### src/sv/spp_pkg.sv
// Shared types, constants and the gain scaling function of the spike pattern player.
// No dependencies; every other file of the block except spp_ram imports this package.
package spp_pkg;

  // Pattern store geometry and slot timing
  localparam int PATTERN_DEPTH  = 1024;
  localparam int TICKS_PER_SLOT = 4;
  localparam int ADDR_W         = $clog2(PATTERN_DEPTH);
  localparam int SUB_W          = (TICKS_PER_SLOT > 1) ? $clog2(TICKS_PER_SLOT) : 1;

  // Field widths
  localparam int OP_W    = 2;
  localparam int INDEX_W = 10;
  localparam int LEVEL_W = 8;
  localparam int GAIN_W  = 12;
  localparam int CFG_IDX_W  = 3;
  localparam int CFG_DATA_W = 12;

  // Regulator arithmetic: error is 9 bits signed, scaled terms fit in 14 bits signed
  localparam int ERR_W  = LEVEL_W + 1;
  localparam int PROD_W = ERR_W + GAIN_W + 1;
  localparam int WIDE_W = 14;
  localparam int INTEG_W = 10;

  localparam logic signed [WIDE_W-1:0] INT_LOW  = -14'sd100;
  localparam logic signed [WIDE_W-1:0] INT_HIGH = 14'sd255;

  typedef enum logic [OP_W-1:0] {
    OP_LOAD   = 2'd0,
    OP_START  = 2'd1,
    OP_TICK   = 2'd2,
    OP_SAMPLE = 2'd3
  } op_t;

  typedef enum logic [CFG_IDX_W-1:0] {
    REG_SETPOINT    = 3'd0,
    REG_LAST_INDEX  = 3'd1,
    REG_PULSE_TICKS = 3'd2,
    REG_PROP_GAIN   = 3'd3,
    REG_INT_GAIN    = 3'd4,
    REG_OUT_MIN     = 3'd5,
    REG_OUT_MAX     = 3'd6
  } cfg_reg_t;

  // Map a pattern index onto a store address (modulo the store depth)
  function automatic logic [ADDR_W-1:0] addr_of(input logic [INDEX_W-1:0] idx);
    logic [31:0] wide;
    wide = 32'(idx);
    return wide[ADDR_W-1:0];
  endfunction

  // err * gain / 256, Q4.8 gain, truncated toward zero
  function automatic logic signed [WIDE_W-1:0] scale_q48(
    input logic signed [ERR_W-1:0] err,
    input logic [GAIN_W-1:0]       gain
  );
    logic signed [PROD_W-1:0] prod;
    logic signed [PROD_W-1:0] shifted;
    prod = err * $signed({1'b0, gain});
    if (prod < 0) begin
      prod = prod + PROD_W'(255);
    end
    shifted = prod >>> 8;
    return shifted[WIDE_W-1:0];
  endfunction

endpackage

### src/sv/spp_item_if.sv
// Input item channel of the spike pattern player: valid/ready plus item fields.
// Depends on spp_pkg for field widths.
interface spp_item_if import spp_pkg::*; ();
  logic                 valid;
  logic                 ready;
  logic [OP_W-1:0]      opcode;
  logic [INDEX_W-1:0]   pattern_addr;
  logic                 pattern_bit;
  logic [LEVEL_W-1:0]   current_sample;
  logic                 use_pot;
  logic [LEVEL_W-1:0]   pot_setpoint;

  modport source (output valid, opcode, pattern_addr, pattern_bit, current_sample,
                  use_pot, pot_setpoint, input ready);
  modport sink   (input valid, opcode, pattern_addr, pattern_bit, current_sample,
                  use_pot, pot_setpoint, output ready);
endinterface

### src/sv/spp_result_if.sv
// Result channel of the spike pattern player: valid/ready plus result fields.
// Depends on spp_pkg for field widths.
interface spp_result_if import spp_pkg::*; ();
  logic                 valid;
  logic                 ready;
  logic [LEVEL_W-1:0]   drive_value;
  logic                 pulse_active;
  logic [INDEX_W-1:0]   play_index;

  modport source (output valid, drive_value, pulse_active, play_index, input ready);
  modport sink   (input valid, drive_value, pulse_active, play_index, output ready);
endinterface

### src/sv/spp_cfg_if.sv
// Configuration write channel of the spike pattern player: valid/ready, index, data.
// Depends on spp_pkg for field widths.
interface spp_cfg_if import spp_pkg::*; ();
  logic                  valid;
  logic                  ready;
  logic [CFG_IDX_W-1:0]  index;
  logic [CFG_DATA_W-1:0] data;

  modport source (output valid, index, data, input ready);
  modport sink   (input valid, index, data, output ready);
endinterface

### src/sv/spp_ram.sv
// Generic single-port-write, single-port-read RAM with a registered read.
// No dependencies.
module spp_ram #(
  parameter int WIDTH = 1,
  parameter int DEPTH = 1024
) (
  input  logic                     clk,
  input  logic                     we,
  input  logic [$clog2(DEPTH)-1:0] waddr,
  input  logic [WIDTH-1:0]         wdata,
  input  logic                     re,
  input  logic [$clog2(DEPTH)-1:0] raddr,
  output logic [WIDTH-1:0]         rdata
);
  logic [WIDTH-1:0] mem [DEPTH];

  always_ff @(posedge clk) begin
    if (we) begin
      mem[waddr] <= wdata;
    end
    if (re) begin
      rdata <= mem[raddr];
    end
  end
endmodule

### src/sv/spike_pattern_player_pi_top.sv
// Top level of the spike pattern player with PI current regulation.
// Depends on spp_pkg, the spp_item_if/spp_result_if/spp_cfg_if interfaces and spp_ram.
//
// User notes: the block takes one item per clock while the result side is ready
// and returns exactly one result transaction per item, in order, through the
// stage 1 register and the output register. After reset the pattern store is swept
// to zero, one entry per cycle, so item_in.ready stays low until all PATTERN_DEPTH
// (1024) entries are cleared; configuration writes are taken throughout. Stage 0
// updates the slot counters, writes loads into the pattern RAM, issues the pattern
// read for a slot advance and forms the two scaled regulator terms (one multiplier
// each). Stage 1 owns the pulse countdown, the integral and the held drive, and
// produces the result into an output register; the output register lets a new
// item in while a finished result waits. Throughput while the result side is ready is one
// item per cycle, set by the registered pattern RAM read and the integral update loop.
// Configuration registers must be written only while no item is in flight.
module spike_pattern_player_pi_top import spp_pkg::*; (
  input  logic          clk,
  input  logic          rst,
  spp_item_if.sink      item_in,
  spp_result_if.source  result_out,
  spp_cfg_if.sink       cfg
);

  typedef enum logic [1:0] {
    ST_CLEAR = 2'b01,
    ST_RUN   = 2'b10
  } state_t;

  typedef struct packed {
    op_t                       op;
    logic                      adv;
    logic [INDEX_W-1:0]        index;
    logic signed [WIDE_W-1:0]  prop;
    logic signed [WIDE_W-1:0]  iscl;
  } s1_t;

  // ---------------------------------------------------------------------------
  // Configuration registers
  // ---------------------------------------------------------------------------
  logic [LEVEL_W-1:0] setpoint;
  logic [INDEX_W-1:0] last_index;
  logic [LEVEL_W-1:0] pulse_ticks;
  logic [GAIN_W-1:0]  prop_gain;
  logic [GAIN_W-1:0]  int_gain;
  logic [LEVEL_W-1:0] out_min;
  logic [LEVEL_W-1:0] out_max;

  assign cfg.ready = 1'b1;

  always_ff @(posedge clk) begin
    if (rst) begin
      setpoint    <= '0;
      last_index  <= '0;
      pulse_ticks <= '0;
      prop_gain   <= '0;
      int_gain    <= '0;
      out_min     <= '0;
      out_max     <= '1;
    end else if (cfg.valid) begin
      case (cfg_reg_t'(cfg.index))
        REG_SETPOINT:    setpoint    <= cfg.data[LEVEL_W-1:0];
        REG_LAST_INDEX:  last_index  <= cfg.data[INDEX_W-1:0];
        REG_PULSE_TICKS: pulse_ticks <= cfg.data[LEVEL_W-1:0];
        REG_PROP_GAIN:   prop_gain   <= cfg.data[GAIN_W-1:0];
        REG_INT_GAIN:    int_gain    <= cfg.data[GAIN_W-1:0];
        REG_OUT_MIN:     out_min     <= cfg.data[LEVEL_W-1:0];
        REG_OUT_MAX:     out_max     <= cfg.data[LEVEL_W-1:0];
        default: ;  // drop writes beyond the register list
      endcase
    end
  end

  // ---------------------------------------------------------------------------
  // Clearing sweep of the pattern store after reset
  // ---------------------------------------------------------------------------
  state_t             state;
  logic [ADDR_W-1:0]  clr_addr;

  always_ff @(posedge clk) begin
    if (rst) begin
      state    <= ST_CLEAR;
      clr_addr <= '0;
    end else begin
      case (state)
        ST_CLEAR: begin
          clr_addr <= clr_addr + 1'b1;
          if (clr_addr == ADDR_W'(PATTERN_DEPTH - 1)) begin
            state <= ST_RUN;
          end
        end
        ST_RUN: ;
        default: state <= ST_CLEAR;
      endcase
    end
  end

  // ---------------------------------------------------------------------------
  // Stage 0: slot counters, pattern RAM access, scaled regulator terms
  // ---------------------------------------------------------------------------
  logic [INDEX_W-1:0] play_pointer;
  logic [SUB_W-1:0]   sub_tick;

  logic               s1_valid;
  s1_t                s1;
  logic               s1_go;
  logic               out_valid;

  logic               item_acc;
  op_t                op;
  logic [SUB_W:0]     sub_inc;
  logic               wrap;
  logic [INDEX_W-1:0] ptr_adv;
  logic [INDEX_W-1:0] ptr_after;
  logic [LEVEL_W-1:0] sp;
  logic signed [ERR_W-1:0] err;

  logic               ram_we;
  logic [ADDR_W-1:0]  ram_waddr;
  logic               ram_wdata;
  logic               ram_re;
  logic               ram_rdata;

  assign item_in.ready = (state == ST_RUN) && (!s1_valid || s1_go);
  assign item_acc      = item_in.valid && item_in.ready;
  assign op            = op_t'(item_in.opcode);

  assign sub_inc  = {1'b0, sub_tick} + 1'b1;
  assign wrap     = (sub_inc >= (SUB_W + 1)'(TICKS_PER_SLOT));
  assign ptr_adv  = (play_pointer >= last_index) ? '0 : play_pointer + 1'b1;

  always_comb begin
    case (op)
      OP_START: ptr_after = '0;
      OP_TICK:  ptr_after = wrap ? ptr_adv : play_pointer;
      default:  ptr_after = play_pointer;
    endcase
  end

  assign sp  = item_in.use_pot ? item_in.pot_setpoint : setpoint;
  assign err = $signed({1'b0, sp}) - $signed({1'b0, item_in.current_sample});

  always_ff @(posedge clk) begin
    if (rst) begin
      play_pointer <= '0;
      sub_tick     <= '0;
    end else if (item_acc) begin
      case (op)
        OP_START: begin
          play_pointer <= '0;
          sub_tick     <= '0;
        end
        OP_TICK: begin
          play_pointer <= ptr_after;
          sub_tick     <= wrap ? '0 : sub_inc[SUB_W-1:0];
        end
        default: ;
      endcase
    end
  end

  // Writes come from the clearing sweep or from load items; reads only on a slot advance
  assign ram_we    = (state == ST_CLEAR) || (item_acc && op == OP_LOAD);
  assign ram_waddr = (state == ST_CLEAR) ? clr_addr : addr_of(item_in.pattern_addr);
  assign ram_wdata = (state == ST_CLEAR) ? 1'b0 : item_in.pattern_bit;
  assign ram_re    = item_acc && (op == OP_TICK) && wrap;

  spp_ram #(
    .WIDTH (1),
    .DEPTH (PATTERN_DEPTH)
  ) u_pattern_ram (
    .clk   (clk),
    .we    (ram_we),
    .waddr (ram_waddr),
    .wdata (ram_wdata),
    .re    (ram_re),
    .raddr (addr_of(ptr_adv)),
    .rdata (ram_rdata)
  );

  // Stage 1 register: the RAM output register holds the pattern bit alongside
  always_ff @(posedge clk) begin
    if (rst) begin
      s1_valid <= 1'b0;
    end else if (item_acc) begin
      s1_valid <= 1'b1;
    end else if (s1_go) begin
      s1_valid <= 1'b0;
    end
  end

  always_ff @(posedge clk) begin
    if (item_acc) begin
      s1.op    <= op;
      s1.adv   <= (op == OP_TICK) && wrap;
      s1.index <= ptr_after;
      s1.prop  <= scale_q48(err, prop_gain);
      s1.iscl  <= scale_q48(err, int_gain);
    end
  end

  // ---------------------------------------------------------------------------
  // Stage 1: pulse countdown, PI update, result formation
  // ---------------------------------------------------------------------------
  logic [LEVEL_W-1:0]        pulse_left;
  logic signed [INTEG_W-1:0] integral_term;
  logic [LEVEL_W-1:0]        drive_hold;

  logic [LEVEL_W-1:0]        pulse_left_next;
  logic signed [INTEG_W-1:0] integral_term_next;
  logic [LEVEL_W-1:0]        drive_hold_next;
  logic signed [WIDE_W-1:0]  isum;
  logic signed [WIDE_W-1:0]  iclamp;
  logic signed [WIDE_W-1:0]  v;

  assign s1_go = s1_valid && (!out_valid || result_out.ready);

  always_comb begin
    isum = WIDE_W'(integral_term) + s1.iscl;
    if (isum < INT_LOW) begin
      iclamp = INT_LOW;
    end else if (isum > INT_HIGH) begin
      iclamp = INT_HIGH;
    end else begin
      iclamp = isum;
    end
    v = s1.prop + iclamp;

    pulse_left_next    = pulse_left;
    integral_term_next = integral_term;
    drive_hold_next    = drive_hold;
    case (s1.op)
      OP_START: pulse_left_next = '0;
      OP_TICK: begin
        if (pulse_left != '0) begin
          pulse_left_next = pulse_left - 1'b1;
        end
        if (s1.adv && ram_rdata) begin
          pulse_left_next = pulse_ticks;
        end
      end
      OP_SAMPLE: begin
        // Regulate only while a pulse is active; out_max is tested first
        if (pulse_left != '0) begin
          integral_term_next = iclamp[INTEG_W-1:0];
          if (v > $signed({{(WIDE_W - LEVEL_W){1'b0}}, out_max})) begin
            drive_hold_next = out_max;
          end else if (v < $signed({{(WIDE_W - LEVEL_W){1'b0}}, out_min})) begin
            drive_hold_next = out_min;
          end else begin
            drive_hold_next = v[LEVEL_W-1:0];
          end
        end
      end
      default: ;
    endcase
  end

  always_ff @(posedge clk) begin
    if (rst) begin
      pulse_left    <= '0;
      integral_term <= '0;
      drive_hold    <= '0;
    end else if (s1_go) begin
      pulse_left    <= pulse_left_next;
      integral_term <= integral_term_next;
      drive_hold    <= drive_hold_next;
    end
  end

  // Output register
  always_ff @(posedge clk) begin
    if (rst) begin
      out_valid <= 1'b0;
    end else if (s1_go) begin
      out_valid <= 1'b1;
    end else if (result_out.ready) begin
      out_valid <= 1'b0;
    end
  end

  always_ff @(posedge clk) begin
    if (s1_go) begin
      result_out.drive_value  <= (pulse_left_next != '0) ? drive_hold_next : '0;
      result_out.pulse_active <= (pulse_left_next != '0);
      result_out.play_index   <= s1.index;
    end
  end

  assign result_out.valid = out_valid;

  // ---------------------------------------------------------------------------
  // Assertions
  // ---------------------------------------------------------------------------
  a_drive_zero_when_idle: assert property (@(posedge clk) disable iff (rst)
    (result_out.valid && !result_out.pulse_active) |-> (result_out.drive_value == '0))
    else $error("drive_value nonzero without an active pulse");

  a_integral_range: assert property (@(posedge clk) disable iff (rst)
    (WIDE_W'(integral_term) >= INT_LOW) && (WIDE_W'(integral_term) <= INT_HIGH))
    else $error("integral term outside its clamp range");

  a_stall_blocks_input: assert property (@(posedge clk) disable iff (rst)
    (s1_valid && !s1_go) |-> !item_in.ready)
    else $error("input accepted while stage 1 is stalled");

  a_no_read_in_clear: assert property (@(posedge clk) disable iff (rst)
    (state == ST_CLEAR) |-> (!ram_re && !s1_valid))
    else $error("pattern read or item in flight during clearing sweep");

  a_stall_holds_result: assert property (@(posedge clk) disable iff (rst)
    (out_valid && !result_out.ready) |=> (out_valid && $stable(result_out.play_index)))
    else $error("pending result dropped or changed while stalled");

endmodule
### src/flat_wrapper.sv
// flat-port wrapper written by rule: the top's interface ports become plain ports
module spike_pattern_player_pi_top_flat import spp_pkg::*;
  (clk, rst, item_in_valid, item_in_opcode, item_in_pattern_addr, item_in_pattern_bit, item_in_current_sample, item_in_use_pot, item_in_pot_setpoint, item_in_ready, result_out_valid, result_out_drive_value, result_out_pulse_active, result_out_play_index, result_out_ready, cfg_valid, cfg_index, cfg_data, cfg_ready);
  spp_item_if item_in_i ();
  spp_result_if result_out_i ();
  spp_cfg_if cfg_i ();
  input  logic clk;
  input  logic rst;
  input wire logic [$bits(item_in_i.valid)-1:0] item_in_valid;
  input wire logic [$bits(item_in_i.opcode)-1:0] item_in_opcode;
  input wire logic [$bits(item_in_i.pattern_addr)-1:0] item_in_pattern_addr;
  input wire logic [$bits(item_in_i.pattern_bit)-1:0] item_in_pattern_bit;
  input wire logic [$bits(item_in_i.current_sample)-1:0] item_in_current_sample;
  input wire logic [$bits(item_in_i.use_pot)-1:0] item_in_use_pot;
  input wire logic [$bits(item_in_i.pot_setpoint)-1:0] item_in_pot_setpoint;
  output wire logic [$bits(item_in_i.ready)-1:0] item_in_ready;
  output wire logic [$bits(result_out_i.valid)-1:0] result_out_valid;
  output wire logic [$bits(result_out_i.drive_value)-1:0] result_out_drive_value;
  output wire logic [$bits(result_out_i.pulse_active)-1:0] result_out_pulse_active;
  output wire logic [$bits(result_out_i.play_index)-1:0] result_out_play_index;
  input wire logic [$bits(result_out_i.ready)-1:0] result_out_ready;
  input wire logic [$bits(cfg_i.valid)-1:0] cfg_valid;
  input wire logic [$bits(cfg_i.index)-1:0] cfg_index;
  input wire logic [$bits(cfg_i.data)-1:0] cfg_data;
  output wire logic [$bits(cfg_i.ready)-1:0] cfg_ready;
  assign item_in_i.valid = item_in_valid;
  assign item_in_i.opcode = item_in_opcode;
  assign item_in_i.pattern_addr = item_in_pattern_addr;
  assign item_in_i.pattern_bit = item_in_pattern_bit;
  assign item_in_i.current_sample = item_in_current_sample;
  assign item_in_i.use_pot = item_in_use_pot;
  assign item_in_i.pot_setpoint = item_in_pot_setpoint;
  assign item_in_ready = item_in_i.ready;
  assign result_out_valid = result_out_i.valid;
  assign result_out_drive_value = result_out_i.drive_value;
  assign result_out_pulse_active = result_out_i.pulse_active;
  assign result_out_play_index = result_out_i.play_index;
  assign result_out_i.ready = result_out_ready;
  assign cfg_i.valid = cfg_valid;
  assign cfg_i.index = cfg_index;
  assign cfg_i.data = cfg_data;
  assign cfg_ready = cfg_i.ready;
  spike_pattern_player_pi_top u_core (.clk(clk), .rst(rst), .item_in(item_in_i), .result_out(result_out_i), .cfg(cfg_i));
endmodule
### config.mk
export PLATFORM = sky130hd
export DESIGN_NAME = spike_pattern_player_pi_top_flat
export DESIGN_NICKNAME = d
export VERILOG_FILES = /design/src/sv/spp_pkg.sv /design/src/sv/spp_item_if.sv /design/src/sv/spp_result_if.sv /design/src/sv/spp_cfg_if.sv /design/src/sv/spp_ram.sv /design/src/sv/spike_pattern_player_pi_top.sv /design/src/flat_wrapper.sv
export SDC_FILE = /design/constraint.sdc
export NUM_CORES = 2
export LEC_CHECK = 0
export BUFFER_PORTS_ARGS = -buffer_cell sky130_fd_sc_hd__buf_2
export CORE_MARGIN = 8
export CORE_UTILIZATION = 64
export DETAILED_ROUTE_END_ITERATION = 12
export PLACE_DENSITY = 0.81
export SETUP_SLACK_MARGIN = 0.5
export SLEW_MARGIN = 20
export SYNTH_ARGS = -nofsm -noshare
export SYNTH_HDL_FRONTEND = slang
export SYNTH_SLANG_ARGS = --single-unit
export TNS_END_PERCENT = 5
### constraint.sdc
create_clock -name clk -period 25.9 [get_ports clk]
set_input_delay 5.18 -clock clk [delete_from_list [all_inputs] [get_ports clk]]
set_output_delay 5.18 -clock clk [all_outputs]
set_load 0.01 [all_outputs]
==> out/qor.yml <==
ys_types: 101
path_common_cell: "inv_1"
grt_max_degree: 133
p_leak_nw: 23.2
max_stage_delay_ns: 0.72
fmax_mhz: 78.6
r2r-start: "u_core.setpoint[1]"
reg2reg_depth: 32
cts_tree: "built"
skew_ns: 0.0229
p_per_area_nw_per_um2: 61.7
maxCapViolCount: 0
synth_warnings: 0
syn_area_um2: 62700
hp-class: "flop to flop"
dieArea_um2: 108000
arrival_ns: 13.16
place_area_um2: 64000
coreArea_um2: 97800
root_buffer: "clkbuf_16"
port_buffers: 70
cts_hold_buf: 0
stdcell_area_um2: 67700
cts_setup_buffers: 0
drtIter0Drc: 7434
finalSetupViolations: 0
worst_pin_slew_ns: 1.33
r2r_end: "u_core.s1[11]"
synthArstFlopShare_pct: 0
clockBufferDepth: 3
min_to: "u_core.result_out.play_index[4]"
start_kind: "input pin"
synth-edff-count: 1085
row_count: 115
worst_hold_startpoint: "u_core.s1[32]"
antenna_left: 0
via_count: 47800
path_class: "input pin to flop"
cp_slowest_cell: "a2111oi_1"
start_util_pct: 64.1
hold_depth: 0
clkTransAtPathRegs_ns: 0.06
boundaryPins: 72
placedCellCount: 6847
worstPathRequired_ns: 26.34
grt_pass1_vias: 45800
max_slew_margin_pct: 10.5
cts_sinks: 1203
routabilityCongestion: 0.907
hold_viol: 0
dieWidth_um: 329
max-vdd-ir-drop_mv: 0.0655
drc: 0
syn-instance-count: 5813
numCtsBuffers: 115
fp.dieH_um: 329
syn_nets: 6201
rsz0062_at_grt: "false"
antenna_found_initial: 5
outcome: "completed"
fin_crit_ns: 12.72
avgViaCountPerCell: 6.76
area_growth_syn_to_layout_pct: 7.96
layout.nets: 6065
grt_pass1_wl_mm: 278
yosys_register_bits: 1203
finalMaxSlewViolations: 0
fin_tns_setup_ns: 0
wl_per_cell_um: 26.7
clock_latency_ns: 0.73
cp_max_fo: 24
fin_crit_sh_pct: 49.1
final_cells: 7067
grt.overflow.total: 0
synth.avg_cell_area_um2: 10.8
seq_area_frac_synth_pct: 55.7
dr.pass1.iters: 7
htreeDepth: 3
synth_ff_type: "edfxtp_1"
rrSetupSlack_ns: 17.64
hpwlAfterDp_mm: 110
drive_gt1_share_pct: 9.55
cp-end-kind: "flop"
ctsResizeCount: 0
totalWireLength_mm: 189
grt_usage_pct: 33.9
fillers: 6919
routing by layer:
layer | global-route usage (%) | up-vias | wire [um]
met2 | 53.8 | 3707 | 85900
met5 | 0 | - | 46
li1 | - | 20300 | -
met1 | 42.0 | 23000 | 62400
met4 | 20.1 | 6 | 13700
met3 | 9.08 | 830 | 26600
cell usage after synthesis (all sizes together), types with 18 or more instances:
library cell / count / share of area, %
nor2b: 49 / 0.49
o21ai: 168 / 1.3
or4: 18 / 0.22
nand2b: 85 / 0.85
or2: 19 / 0.19
o22ai: 106 / 1.1
nor3: 90 / 0.78
nor4: 34 / 0.44
edfxtp: 1085 / 52
xor2: 48 / 0.67
a22oi: 24 / 0.29
a21o: 26 / 0.31
nand3b: 23 / 0.28
o221ai: 29 / 0.40
o211ai: 47 / 0.57
fa: 145 / 4.6
dfxtp: 118 / 3.8
mux2: 96 / 1.7
a211oi: 77 / 0.98
buf: 116 / 0.91
a21oi: 189 / 1.5
and2: 116 / 1.2
ha: 193 / 3.8
nand4: 20 / 0.20
o21a: 18 / 0.22
nand3: 77 / 0.62
or3: 26 / 0.26
clkbuf: 311 / 1.9
nand2: 551 / 3.3
a31oi: 54 / 0.54
inv: 204 / 1.2
mux2i: 114 / 1.8
xnor2: 51 / 0.78
nor2: 1234 / 7.4
and3: 35 / 0.35
per-stage QoR:
stage | setup WS (ns) | utilization (%) | power (mW) | hold slack, ns
6_report | 13.18 | 69.2 | 4.18 | 0.419
5_1_grt | 12.72 | 69.2 | 4.28 | 0.423
4_1_cts | 13.22 | 69.2 | 4.18 | 0.420
3_5_place_dp | 12.56 | 65.4 | 2.54 | 0.405
3_3_place_gp | 12.64 | 65.4 | 2.53 | 0.402
2_1_floorplan | 5.12 | - | 2.42 | 0.400
report_power, final:
part,total [mW],switching (mW),internal [mW]
Sequential,2.10,0.00415,2.10
Clock,1.68,0.746,0.931
Combinational,0.406,0.259,0.147
critical path, delay by kind of cell:
family          cells  cell delay [ns]
xor+xnor            3             0.50
simple gates        6             1.20
fa+ha+maj           7             2.99
buf+inv             8             0.88
mux                 1             0.31
compound gates      8             2.11
registers in the layout, indices dropped and copies added (netlist names), 10 cells and up:
name,flops
u_core.result_out.play_index,10
u_core.u_pattern_ram.mem,1024
u_core.last_index,10
u_core.clr_addr,10
u_core.s1,41
u_core.integral_term,10
u_core.prop_gain,12
u_core.play_pointer,10
u_core.int_gain,12
cells by family (layout without fill, tap and decap cells):
family | after synthesis | in the layout | share of synthesized area, %
other cells | 1 | 3 | 0.00598
xor+xnor | 99 | 99 | 1.45
buf+inv | 632 | 597 | 4.00
compound gates | 931 | 931 | 10.0
mux | 211 | 211 | 3.58
flops | 1203 | 1203 | 55.7
simple gates | 2398 | 2398 | 16.8
fa+ha+maj | 338 | 338 | 8.47
layout make-up:
type	count	area (um2)	share of cell area, %
Antenna cell	2	5.00	0.00739
Clock buffer	142	3020	4.46
Multi-Input combinational cell	3978	25500	37.7
Tap cell	1287	1610	2.38
Inverter	205	769	1.14
Timing Repair Buffer	174	1150	1.69
Sequential cell	1203	34900	51.6
Clock inverter	76	706	1.04
worst max-delay path by stage:
| stage | from | to | slack [ns] | depth (start not counted) |
|---|---|---|---|---|
| 6_report | item_in_use_pot | u_core.s1[11] | 13.18 | 33 |
| 5_1_grt | item_in_use_pot | u_core.s1[11] | 12.72 | 33 |
| 4_1_cts | item_in_use_pot | u_core.s1[11] | 13.22 | 33 |
| 3_5_place_dp | item_in_use_pot | u_core.s1[11] | 12.56 | 33 |
| 3_3_place_gp | item_in_use_pot | u_core.s1[11] | 12.64 | 33 |
| 2_1_floorplan | item_in_pattern_bit | u_core.u_pattern_ram.mem[0] | 5.12 | 1 |
layout by cell type, fill, tap and decap left out, types with 18 or more instances in the layout:
cell type,synthesis,routed
nand3_1,76,72
inv_1,204,203
clkbuf_16,0,117
a22oi_1,24,24
fa_1,145,145
o21ai_0,151,150
nand2_2,1,36
buf_4,4,104
mux2_2,95,95
a31oi_1,54,54
o221ai_1,29,29
o22ai_1,106,106
edfxtp_1,1085,1085
a211oi_1,73,73
or2_2,19,18
clkinv_2,0,24
nand2b_1,85,85
nand3b_1,23,23
buf_2,72,69
clkinv_1,1,29
o21a_1,18,18
a21oi_1,185,185
dfxtp_1,118,117
o211ai_1,46,46
mux2i_1,114,114
nor3_1,86,85
xor2_1,48,46
ha_1,193,193
or4_1,18,18
nor2_1,1232,1230
nand2_1,550,512
or3_1,26,26
xnor2_1,48,47
nand4_1,20,20
nor2b_1,49,48
and2_1,115,113
clkbuf_1,309,25
a21o_1,26,26
and3_1,35,35
nor4_1,27,27
No activity file was read; power rests on OpenSTA's default activity.
